**src/design/fssd_pkg.sv**
```systemverilog
`default_nettype none
// ----------------------------------------------------------------------------
// fssd_pkg: shared types and constants of the frequency seven-segment driver
// Digit layout, conversion widths, the segment table and the sequencer states.
// ----------------------------------------------------------------------------
package fssd_pkg;

    localparam int HZ_W           = 37;            // input frequency width
    localparam int HZ_DIGITS      = 12;            // decimal digits of the input
    localparam int BCD_W          = 4 * HZ_DIGITS;
    localparam int TENS_W         = BCD_W - 4;     // digits of frequency / 10
    localparam int CNT_W          = 6;             // conversion step counter
    localparam int POS_W          = 4;
    localparam int VAL_W          = 4;
    localparam int SEG_W          = 7;
    localparam int CFG_W          = 3;
    localparam int MAX_MHZ_DIGITS = 5;
    localparam int FIXED_DIGITS   = 5;             // 10 Hz up to 100 kHz
    localparam int DP_POS         = 4;             // 100 kHz digit
    localparam int SMALL_DIGITS   = 2;             // 10 Hz and 100 Hz

    localparam logic [CNT_W-1:0] LAST_STEP = CNT_W'(HZ_W - 1);
    localparam logic [POS_W-1:0] FIRST_MHZ_POS = POS_W'(FIXED_DIGITS);

    localparam int IN_TDATA_W  = ((HZ_W + 7) / 8) * 8;
    localparam int OUT_FIELD_W = POS_W + VAL_W + SEG_W;
    localparam int OUT_TDATA_W = ((OUT_FIELD_W + 7) / 8) * 8;
    localparam int OUT_TUSER_W = 3;

    typedef enum logic [1:0] {
        ST_IDLE,
        ST_CONVERT,
        ST_CHECK,
        ST_EMIT
    } state_t;

    // segments a..g in bits 0..6
    function automatic logic [SEG_W-1:0] seg_pattern(input logic [VAL_W-1:0] d);
        logic [SEG_W-1:0] s;
        unique case (d)
            4'd0:    s = 7'h3F;
            4'd1:    s = 7'h06;
            4'd2:    s = 7'h5B;
            4'd3:    s = 7'h4F;
            4'd4:    s = 7'h66;
            4'd5:    s = 7'h6D;
            4'd6:    s = 7'h7D;
            4'd7:    s = 7'h07;
            4'd8:    s = 7'h7F;
            4'd9:    s = 7'h6F;
            default: s = 7'h00;
        endcase
        return s;
    endfunction

endpackage
`default_nettype wire

```
**src/design/frequency_seven_segment_driver.sv**
```systemverilog
`default_nettype none
// ----------------------------------------------------------------------------
// frequency_seven_segment_driver: frequency to seven-segment digit stream
// Turns a frequency in hertz into display digits with segment patterns.
//
// Input stream: one word per frequency, frequency_hz in s_axis_tdata[36:0].
// Output stream: one word per display digit, 10 Hz digit first, tlast on the
// final digit. There are five fixed digits (10 Hz up to 100 kHz) and one to
// five MHz digits, taken from the mhz_digit_count register or, when it is 0,
// from the size of the frequency. Leading zero MHz digits come out blanked.
// If frequency / 10 equals that of the last frequency shown, no digit is sent.
// Timing: a shift-and-add-3 unit converts the frequency to decimal, one bit
// per cycle, then a check state compares and picks the digit count. The
// digits leave one per cycle while the receiver takes them. s_axis_tready
// is low while an item is converted, checked and sent, so no new word is
// taken before the item ahead of it is done. A stalled receiver holds the
// current digit and the sequencer.
// Configuration writes are always taken (cfg_ready is high).
// Reset clears the digit count register to automatic and the stored
// frequency / 10 to zero, so a frequency below 10 Hz after reset sends nothing.
// ----------------------------------------------------------------------------
module frequency_seven_segment_driver (
    input  wire logic                                clk,
    input  wire logic                                rst_n,
    // frequency_hz [36:0], zero padding above
    input  wire logic [fssd_pkg::IN_TDATA_W-1:0]     s_axis_tdata,
    input  wire logic                                s_axis_tvalid,
    output logic                                     s_axis_tready,
    // digit_position [3:0], digit_value [7:4], segments [14:8], zero at [15]
    output logic [fssd_pkg::OUT_TDATA_W-1:0]         m_axis_tdata,
    // blanked [0], decimal_point [1], small_digit [2]
    output logic [fssd_pkg::OUT_TUSER_W-1:0]         m_axis_tuser,
    output logic                                     m_axis_tlast,
    output logic                                     m_axis_tvalid,
    input  wire logic                                m_axis_tready,
    input  wire logic [fssd_pkg::CFG_W-1:0]          cfg_data,
    input  wire logic                                cfg_valid,
    output logic                                     cfg_ready
);

    fssd_pkg::state_t                      state_reg, state_next;
    logic [fssd_pkg::HZ_W-1:0]             bin_reg;
    logic [fssd_pkg::BCD_W-1:0]            digits_reg, digits_next;
    logic [fssd_pkg::CNT_W-1:0]            step_reg;
    logic [fssd_pkg::POS_W-1:0]            pos_reg;
    logic [fssd_pkg::POS_W-1:0]            last_pos_reg, last_pos_next;
    logic [fssd_pkg::TENS_W-1:0]           last_tens_reg;
    logic [fssd_pkg::CFG_W-1:0]            mhz_count_reg;

    logic [fssd_pkg::BCD_W-1:0]            adj_bcd;
    logic [fssd_pkg::TENS_W-1:0]           tens_bcd;
    logic                                  tens_same;
    logic [fssd_pkg::POS_W-1:0]            auto_count, mhz_count;
    logic [fssd_pkg::VAL_W-1:0]            cur_digit;
    logic                                  upper_zero;
    logic                                  blank;
    logic                                  in_acc, out_acc, out_done;

    assign in_acc   = s_axis_tvalid && s_axis_tready;
    assign out_acc  = m_axis_tvalid && m_axis_tready;
    assign out_done = out_acc && (pos_reg == last_pos_reg);
    assign cfg_ready = 1'b1;

    // add 3 to every digit at 5 or more, ahead of the shift
    always_comb
    begin
        for (int i = 0; i < fssd_pkg::HZ_DIGITS; i++)
        begin
            if (digits_reg[4*i +: 4] >= 4'd5)
                adj_bcd[4*i +: 4] = digits_reg[4*i +: 4] + 4'd3;
            else
                adj_bcd[4*i +: 4] = digits_reg[4*i +: 4];
        end
    end

    // hz units digit dropped: these are the digits of frequency / 10
    assign tens_bcd  = digits_reg[fssd_pkg::BCD_W-1:4];
    assign tens_same = (tens_bcd == last_tens_reg);

    // thresholds read off the decimal digits of the frequency
    always_comb
    begin
        priority if (digits_reg[47:40] != 8'd0)
            auto_count = 4'd5;
        else if (digits_reg[39:36] != 4'd0)
            auto_count = 4'd4;
        else if (digits_reg[35:32] != 4'd0)
            auto_count = 4'd3;
        else if (digits_reg[31:28] != 4'd0)
            auto_count = 4'd2;
        else
            auto_count = 4'd1;
    end

    always_comb
    begin
        if (mhz_count_reg == '0)
            mhz_count = auto_count;
        else
            mhz_count = fssd_pkg::POS_W'(mhz_count_reg);
        if (mhz_count > fssd_pkg::POS_W'(fssd_pkg::MAX_MHZ_DIGITS))
            mhz_count = fssd_pkg::POS_W'(fssd_pkg::MAX_MHZ_DIGITS);
        last_pos_next = fssd_pkg::POS_W'(fssd_pkg::FIXED_DIGITS - 1) + mhz_count;
    end

    // next state
    always_comb
    begin
        state_next = state_reg;
        unique case (state_reg)
            fssd_pkg::ST_IDLE:
                if (in_acc)
                    state_next = fssd_pkg::ST_CONVERT;
            fssd_pkg::ST_CONVERT:
                if (step_reg == fssd_pkg::LAST_STEP)
                    state_next = fssd_pkg::ST_CHECK;
            fssd_pkg::ST_CHECK:
                if (tens_same)
                    state_next = fssd_pkg::ST_IDLE;
                else
                    state_next = fssd_pkg::ST_EMIT;
            fssd_pkg::ST_EMIT:
                if (out_done)
                    state_next = fssd_pkg::ST_IDLE;
            default:
                state_next = fssd_pkg::ST_IDLE;
        endcase
    end

    // handshake outputs
    always_comb
    begin
        s_axis_tready = 1'b0;
        m_axis_tvalid = 1'b0;
        unique case (state_reg)
            fssd_pkg::ST_IDLE:    s_axis_tready = 1'b1;
            fssd_pkg::ST_CONVERT: ;
            fssd_pkg::ST_CHECK:   ;
            fssd_pkg::ST_EMIT:    m_axis_tvalid = 1'b1;
            default:              ;
        endcase
    end

    always_comb
    begin
        digits_next = digits_reg;
        unique case (state_reg)
            fssd_pkg::ST_IDLE:
                digits_next = '0;
            fssd_pkg::ST_CONVERT:
                digits_next = {adj_bcd[fssd_pkg::BCD_W-2:0], bin_reg[fssd_pkg::HZ_W-1]};
            fssd_pkg::ST_CHECK:
                digits_next = {4'd0, tens_bcd};
            fssd_pkg::ST_EMIT:
                if (out_acc)
                    digits_next = {4'd0, digits_reg[fssd_pkg::BCD_W-1:4]};
            default:
                digits_next = digits_reg;
        endcase
    end

    always_ff @(posedge clk or negedge rst_n)
    begin
        if (!rst_n)
        begin
            state_reg     <= fssd_pkg::ST_IDLE;
            step_reg      <= '0;
            pos_reg       <= '0;
            last_pos_reg  <= '0;
            last_tens_reg <= '0;
            mhz_count_reg <= '0;
        end
        else
        begin
            state_reg <= state_next;
            if (cfg_valid && cfg_ready)
                mhz_count_reg <= cfg_data;
            if (in_acc)
                step_reg <= '0;
            else if (state_reg == fssd_pkg::ST_CONVERT)
                step_reg <= step_reg + 1'b1;
            if (state_reg == fssd_pkg::ST_CHECK)
            begin
                pos_reg      <= '0;
                last_pos_reg <= last_pos_next;
                if (!tens_same)
                    last_tens_reg <= tens_bcd;
            end
            else if (out_acc)
                pos_reg <= pos_reg + 1'b1;
        end
    end

    always_ff @(posedge clk)
    begin
        digits_reg <= digits_next;
        if (in_acc)
            bin_reg <= s_axis_tdata[fssd_pkg::HZ_W-1:0];
        else if (state_reg == fssd_pkg::ST_CONVERT)
            bin_reg <= {bin_reg[fssd_pkg::HZ_W-2:0], 1'b0};
    end

    // output word straight from the held registers
    assign cur_digit  = digits_reg[3:0];
    assign upper_zero = (digits_reg[fssd_pkg::BCD_W-1:4] == '0);
    assign blank      = (pos_reg >= fssd_pkg::FIRST_MHZ_POS) && (cur_digit == 4'd0) && upper_zero;

    always_comb
    begin
        m_axis_tdata = '0;
        m_axis_tdata[3:0] = pos_reg;
        m_axis_tdata[7:4] = blank ? 4'd0 : cur_digit;
        m_axis_tdata[14:8] = blank ? 7'd0 : fssd_pkg::seg_pattern(cur_digit);
        m_axis_tuser[0] = blank;
        m_axis_tuser[1] = (pos_reg == fssd_pkg::POS_W'(fssd_pkg::DP_POS));
        m_axis_tuser[2] = (pos_reg < fssd_pkg::POS_W'(fssd_pkg::SMALL_DIGITS));
        m_axis_tlast = (pos_reg == last_pos_reg);
    end

    // never taking input while a digit is on offer
    a_no_overlap: assert property (@(posedge clk) disable iff (!rst_n)
        !(s_axis_tready && m_axis_tvalid))
        else $error("input ready while output valid");

    // the last digit taken frees the input side
    a_done_idle: assert property (@(posedge clk) disable iff (!rst_n)
        (m_axis_tvalid && m_axis_tready && m_axis_tlast) |=> s_axis_tready)
        else $error("not idle after last digit");

    // digit position stays inside the display
    a_pos_range: assert property (@(posedge clk) disable iff (!rst_n)
        m_axis_tvalid |-> (m_axis_tdata[3:0] <=
            fssd_pkg::POS_W'(fssd_pkg::FIXED_DIGITS + fssd_pkg::MAX_MHZ_DIGITS - 1)))
        else $error("digit position out of range");

    // blanking only on MHz digits and with all segments dark
    a_blank: assert property (@(posedge clk) disable iff (!rst_n)
        (m_axis_tvalid && m_axis_tuser[0]) |->
            (m_axis_tdata[14:8] == 7'd0 && m_axis_tdata[3:0] >= fssd_pkg::FIRST_MHZ_POS))
        else $error("bad blanked digit");

    // a run never ends before the MHz units digit
    a_min_run: assert property (@(posedge clk) disable iff (!rst_n)
        (m_axis_tvalid && m_axis_tlast) |-> (m_axis_tdata[3:0] >= fssd_pkg::FIRST_MHZ_POS))
        else $error("run ended early");

endmodule
`default_nettype wire
```
**config.mk**
```make
export PLATFORM = sky130hd
export DESIGN_NAME = frequency_seven_segment_driver
export DESIGN_NICKNAME = d
export VERILOG_FILES = /design/src/design/fssd_pkg.sv /design/src/design/frequency_seven_segment_driver.sv
export SDC_FILE = /design/constraint.sdc
export NUM_CORES = 1
export LEC_CHECK = 0
export ABC_AREA = 1
export ABC_CLOCK_PERIOD_IN_PS = 3700
export BUFFER_PORTS_ARGS = -buffer_cell sky130_fd_sc_hd__clkbuf_2
export CAP_MARGIN = 20
export CORE_ASPECT_RATIO = 2
export CORE_MARGIN = 8
export CORE_UTILIZATION = 55
export CTS_CLUSTER_DIAMETER = 60
export DETAILED_ROUTE_END_ITERATION = 8
export PLACE_DENSITY = 0.8
export SYNTH_ARGS = -nofsm -noshare
export SYNTH_HDL_FRONTEND = slang
export SYNTH_SLANG_ARGS = --single-unit
```
**constraint.sdc**
```tcl
create_clock -name clk -period 3.7 [get_ports clk]
set_input_delay 0.185 -clock clk [delete_from_list [all_inputs] [get_ports clk]]
set_output_delay 0.185 -clock clk [all_outputs]
set_load 0.03 [all_outputs]
```
### Yosys cells after proc, flatten, opt, wreduce, memory -nomap -nowiden

Memories as Yosys holds them, arrays and structs flattened. A register that Yosys moved wholly into a read port is not among the register bits.
Index checks and enable logic that the tools add are counted.

| cells by class | value |
|---|---|
| mux-type cells | 36 |
| reductions and logical operators | 17 |
| order comparisons | 15 |
| add/subtract/negate cells | 15 |
| bitwise operators | 1 |
| equal/unequal tests | 11 |

Operators by type and width:

| kind | count |
|---|---|
| $pmux 48 s4 | 1 |
| $mux 37 | 2 |
| $mux 4 | 17 |
| $ge 4x3->1 const B | 13 |
| $mux 48 | 1 |
| $add 4x2->4 const B | 11 |
| $eq 44x44->1 | 1 |
| $logic_not 44->1 | 1 |
| $mux 2 | 6 |
| $mux 6 | 2 |
| $reduce_bool 4->1 | 3 |
| $mux 3 | 3 |
| $ne 2x2->1 const B | 4 |
| $pmux 2 s4 | 1 |
| $reduce_bool 8->1 | 1 |
| $mux 7 | 1 |
| $add 6x1->6 const B | 1 |
| $eq 6x6->1 const B | 1 |
| $logic_and 1x1->1 | 5 |
| $add 3x4->4 const A | 1 |
| $add 4x1->4 const B | 1 |
| $eq 2x2->1 const B | 2 |
| $eq 4x3->1 const B | 1 |
| $eq 4x4->1 | 1 |
| 12 further kinds | 14 |

| storage, ports and cells | value |
|---|---|
| memories | 1 |
| memory bits (read-only) | 112 |
| bits in registers | 148 |
| bits of input ports | 48 |
| output and inout port bits | 23 |

Memories:

| name | words | width | rd ports | clocked after Yosys merged registers in | wr ports | line | source |
|---|---|---|---|---|---|---|---|
| (name not given) | 16 | 7 | 1 | 1 | 0 | fssd_pkg.sv:40 | `unique case (d)` |

### Logic depth before layout (Yosys ltp)

| logic depth | value |
|---|---|
| word-level depth | 9 |
| gate-level depth with buffers | 15 |
| depth with buffers taken out | 15 |

### Worst setup path after synthesis

No wires, ideal clock.

| timing path | value |
|---|---|
| path type | flip-flop to flip-flop |
| from | register state_reg[1] |
| to | register (tool-made name) |
| setup slack | 1.060 ns |
| data arrival time | 2.527 ns |
| stages on the path, launching flop included | 11 |
| path through | dfrtp_1 > nand2_1 > nor2_2 > inv_1 > nand2_1 > o21ai_1 > inv_1 > ha_1 > nand3b_1 > nand3_1 > nand2_1 |

RTL lines:

| item | line | source |
|---|---|---|
| from (decl) | frequency_seven_segment_driver.sv:41 | `fssd_pkg::state_t state_reg, state_next;` |
| from (signal assigned) | frequency_seven_segment_driver.sv:166 | `state_reg <= fssd_pkg::ST_IDLE;` |
| from (signal assigned) | frequency_seven_segment_driver.sv:175 | `state_reg <= state_next;` |

### Final worst setup path

| timing path | value |
|---|---|
| from | register digits_reg[40] in the netlist's numbering |
| to | output port m_axis_tuser[0] in the netlist's numbering |

| on the way | value |
|---|---|
| word-level cells in the longest chain between the ends | 2 |

Ends and longest elaborated chain:

| item | line | source |
|---|---|---|
| from (decl) | frequency_seven_segment_driver.sv:43 | `logic [fssd_pkg::BCD_W-1:0] digits_reg, digits_next;` |
| from (signal assigned) | frequency_seven_segment_driver.sv:196 | `digits_reg <= digits_next;` |
| $logic_not 44->1 | frequency_seven_segment_driver.sv:205 | `assign upper_zero = (digits_reg[fssd_pkg::BCD_W-1:4] == '0);` |
| $logic_and 1x1->1 | frequency_seven_segment_driver.sv:206 | `assign blank = (pos_reg >= fssd_pkg::FIRST_MHZ_POS) && (cur_digit == 4'd0) && upper_zero;` |
| to (decl) | frequency_seven_segment_driver.sv:32 | `output logic [fssd_pkg::OUT_TUSER_W-1:0] m_axis_tuser,` |

No other way between the ends.

==> impl_metrics.json <==
{
  "synth_compound_area_frac": 0.0855,
  "fin_crit_sh": 0.794,
  "routedWlPerCell_um": 15.2,
  "setup_viol": 0,
  "min_path_type": "in2reg",
  "critPathKind": "reg2out",
  "synthCells": 1062,
  "synthAdderAreaFrac": 0.0682,
  "initial_core_util": 0.561,
  "critPathLaunchType": "register",
  "synth_nets": 1158,
  "vias": 7255,
  "power_density_mw_per_mm2": 979,
  "wl_mm": 20.3,
  "hold_buffers": 4,
  "synth_edf_count": 85,
  "ctsResizeCount": 0,
  "seqPwrFrac": 0.376,
  "worst_slew_pin_slew_ns": 0.843,
  "cp.required_ns": 3.51,
  "finalHoldViolCount": 0,
  "grt_pass1_vias": 7424,
  "grt_usage": 0.203,
  "io_buffers": 65,
  "async_flop_share": 0.406,
  "ir_drop_mv": 0.610,
  "die_x_um": 106,
  "layout_commonest_cell": "nand2_1",
  "postLayoutCoreUtil": 0.629,
  "tritoncts": "built",
  "antenna_found_initial": 0,
  "p_leak_uw": 0.00479,
  "synth_area_mm2": 0.00881,
  "core-area_mm2": 0.0157,
  "clk_pin_slew_worst_paths_ns": 0.07,
  "grt_first_pass_wirelength_mm": 34.0,
  "synthSimpleGateAreaFrac": 0.249,
  "drive_gt1_frac": 0.122,
  "fillCellCount": 1296,
  "fin_setup_tns_ns": 0,
  "rsz0062_at_grt": "false",
  "worstSetupEndpointType": "primary output",
  "clk_root_buffer_cell": "clkbuf_16",
  "synth_mux_area_frac": 0,
  "synth_top_family_by_area": "simple AND/OR/NAND/NOR gates",
  "post-cts-setup-buffers": 0,
  "drv_slew": 0,
  "p_comb_frac": 0.454,
  "clockBufferDepth": 2,
  "row_count": 65,
  "total_power_uw": 9660,
  "drc_errors": 0,
  "gr-total-overflow": 0,
  "io_pins": 71,
  "syn_area_per_cell_um2": 8.30,
  "finClkSkew_ns": 0.0104,
  "crit_fanout": 10,
  "maxSlewHeadroom": 0.438,
  "maxCapViolCount": 0,
  "worst_skew_pair.late_latency_ns": 0.43,
  "largest_register_ff_count": 48,
  "gpl.final_weighted_congestion": 0.855,
  "via_per_inst": 5.42,
  "synth-xor-area-share": 0.0378,
  "p_int_uw": 5370,
  "grt_max_degree": 47,
  "power_switching_uw": 4290,
  "yosys_register_bits": 155,
  "fmax_mhz": 340,
  "cts.sinks": 155,
  "ys.flop_type": "edfxtp_1",
  "drtAntennaViolNets": 0,
  "worstPathArrival_ns": 2.75,
  "yosysUniqueCellTypes": 42,
  "die_y_um": 195,
  "nets": 1220,
  "area_growth_pct": 12.1,
  "final_cell_mix": "365 x nand2_1, 105 x inv_1, 85 x edfxtp_1",
  "diodes": 0,
  "ys_warn_count": 0,
  "die_area_mm2": 0.0206,
  "yosysSeqAreaShare": 0.484,
  "drtPass1Iterations": 5,
  "drt_iter0_drc": 516,
  "clkPwrFrac": 0.170,
  "hpwlAfterDp_mm": 14.4,
  "htreeDepth": 4,
  "cts_buffers": 17,
  "status": "finished, final reports clean",
  "fin_crit_ns": 2.94,
  "p_sw_frac": 0.444
}
[path summary, 6_finish.rpt]
path	endpoint	startpoint	slack, ns	cells past startpoint
worst min register to register	last_tens_reg[38]	last_tens_reg[38]	0.49	2
min in group asynchronous	last_tens_reg[36]	rst_n	0.39	2
worst min-delay path	bin_reg[3]	s_axis_tdata[3]	0.02	3
worst max register to register	register	digits_reg[0]	1.17	14
max in group asynchronous	mhz_count_reg[1]	rst_n	2.36	3
worst max-delay path	m_axis_tuser[0]	digits_reg[40]	0.76	7
[synthesized netlist by cell type (all sizes together), types with 10 or more instances]
library cell	count	share of area
clkbuf	15	0.0064
o22ai	15	0.011
dfrtp	63	0.18
o21ai	76	0.044
xnor2	28	0.028
edfxtp	85	0.29
ha	48	0.068
nand3	77	0.046
nor2	63	0.028
xor2	10	0.0099
buf	21	0.015
a21oi	16	0.0091
inv	123	0.052
nand2	368	0.16
[cells by family after synthesis]
group,Yosys count
adders and majority gates,48
and+or+nand+nor,530
buffers and inverters,159
AOI/OAI and AO/OA,130
DFF,155
other,2
xor gates and xnor gates,38
[power by group through the flow]
stage,logic [uW],clock network [uW],registers [uW]
global placement,4210,0,3630
floorplan,3330,0,3480
global route,4970,1710,3750
CTS,4380,1660,3630
detailed placement,4330,0,3660
finish,4380,1640,3640
[cell type report]
class                           count  area [um2]  share of cell area
Timing Repair Buffer               79         440              0.0446
Sequential cell                   155        4270               0.432
Multi-Input combinational cell    748        3900               0.395
Tap cell                          201         251              0.0255
Clock inverter                     14         123              0.0124
Inverter                          123         462              0.0468
Clock buffer                       18         429              0.0435
[metrics by stage]
step	std cells	setup WS [ns]	hold slack, ns	area [um2]
2_1_floorplan	1062	1.06	-0.111	8810
3_3_place_gp	1302	1.33	0.320	9280
3_5_place_dp	1302	1.24	0.338	9280
4_1_cts	1338	0.763	0.0122	9870
5_1_grt	1338	0.630	0.0222	9870
6_report	1338	0.761	0.0210	9870
[worst max-delay path, stage by stage, from the launching register on]
cell and delay (ns):
edfxtp_1 0.49, inv_1 0.19, ha_1 0.18, nand4_1 0.19, nor2_1 0.34, o2111ai_1 0.23
nor3_4 0.41, clkbuf_2 0.29
[per-layer routing]
layer | vias to the layer above | track usage | wire [um]
li1 | 3568 | - | -
met1 | 3371 | 0.195 | 7390
met2 | 235 | 0.374 | 11000
met3 | 81 | 0.0392 | 818
met4 | 0 | 0.145 | 1160
met5 | - | 0 | 0
(Power assumes the default switching activity.)
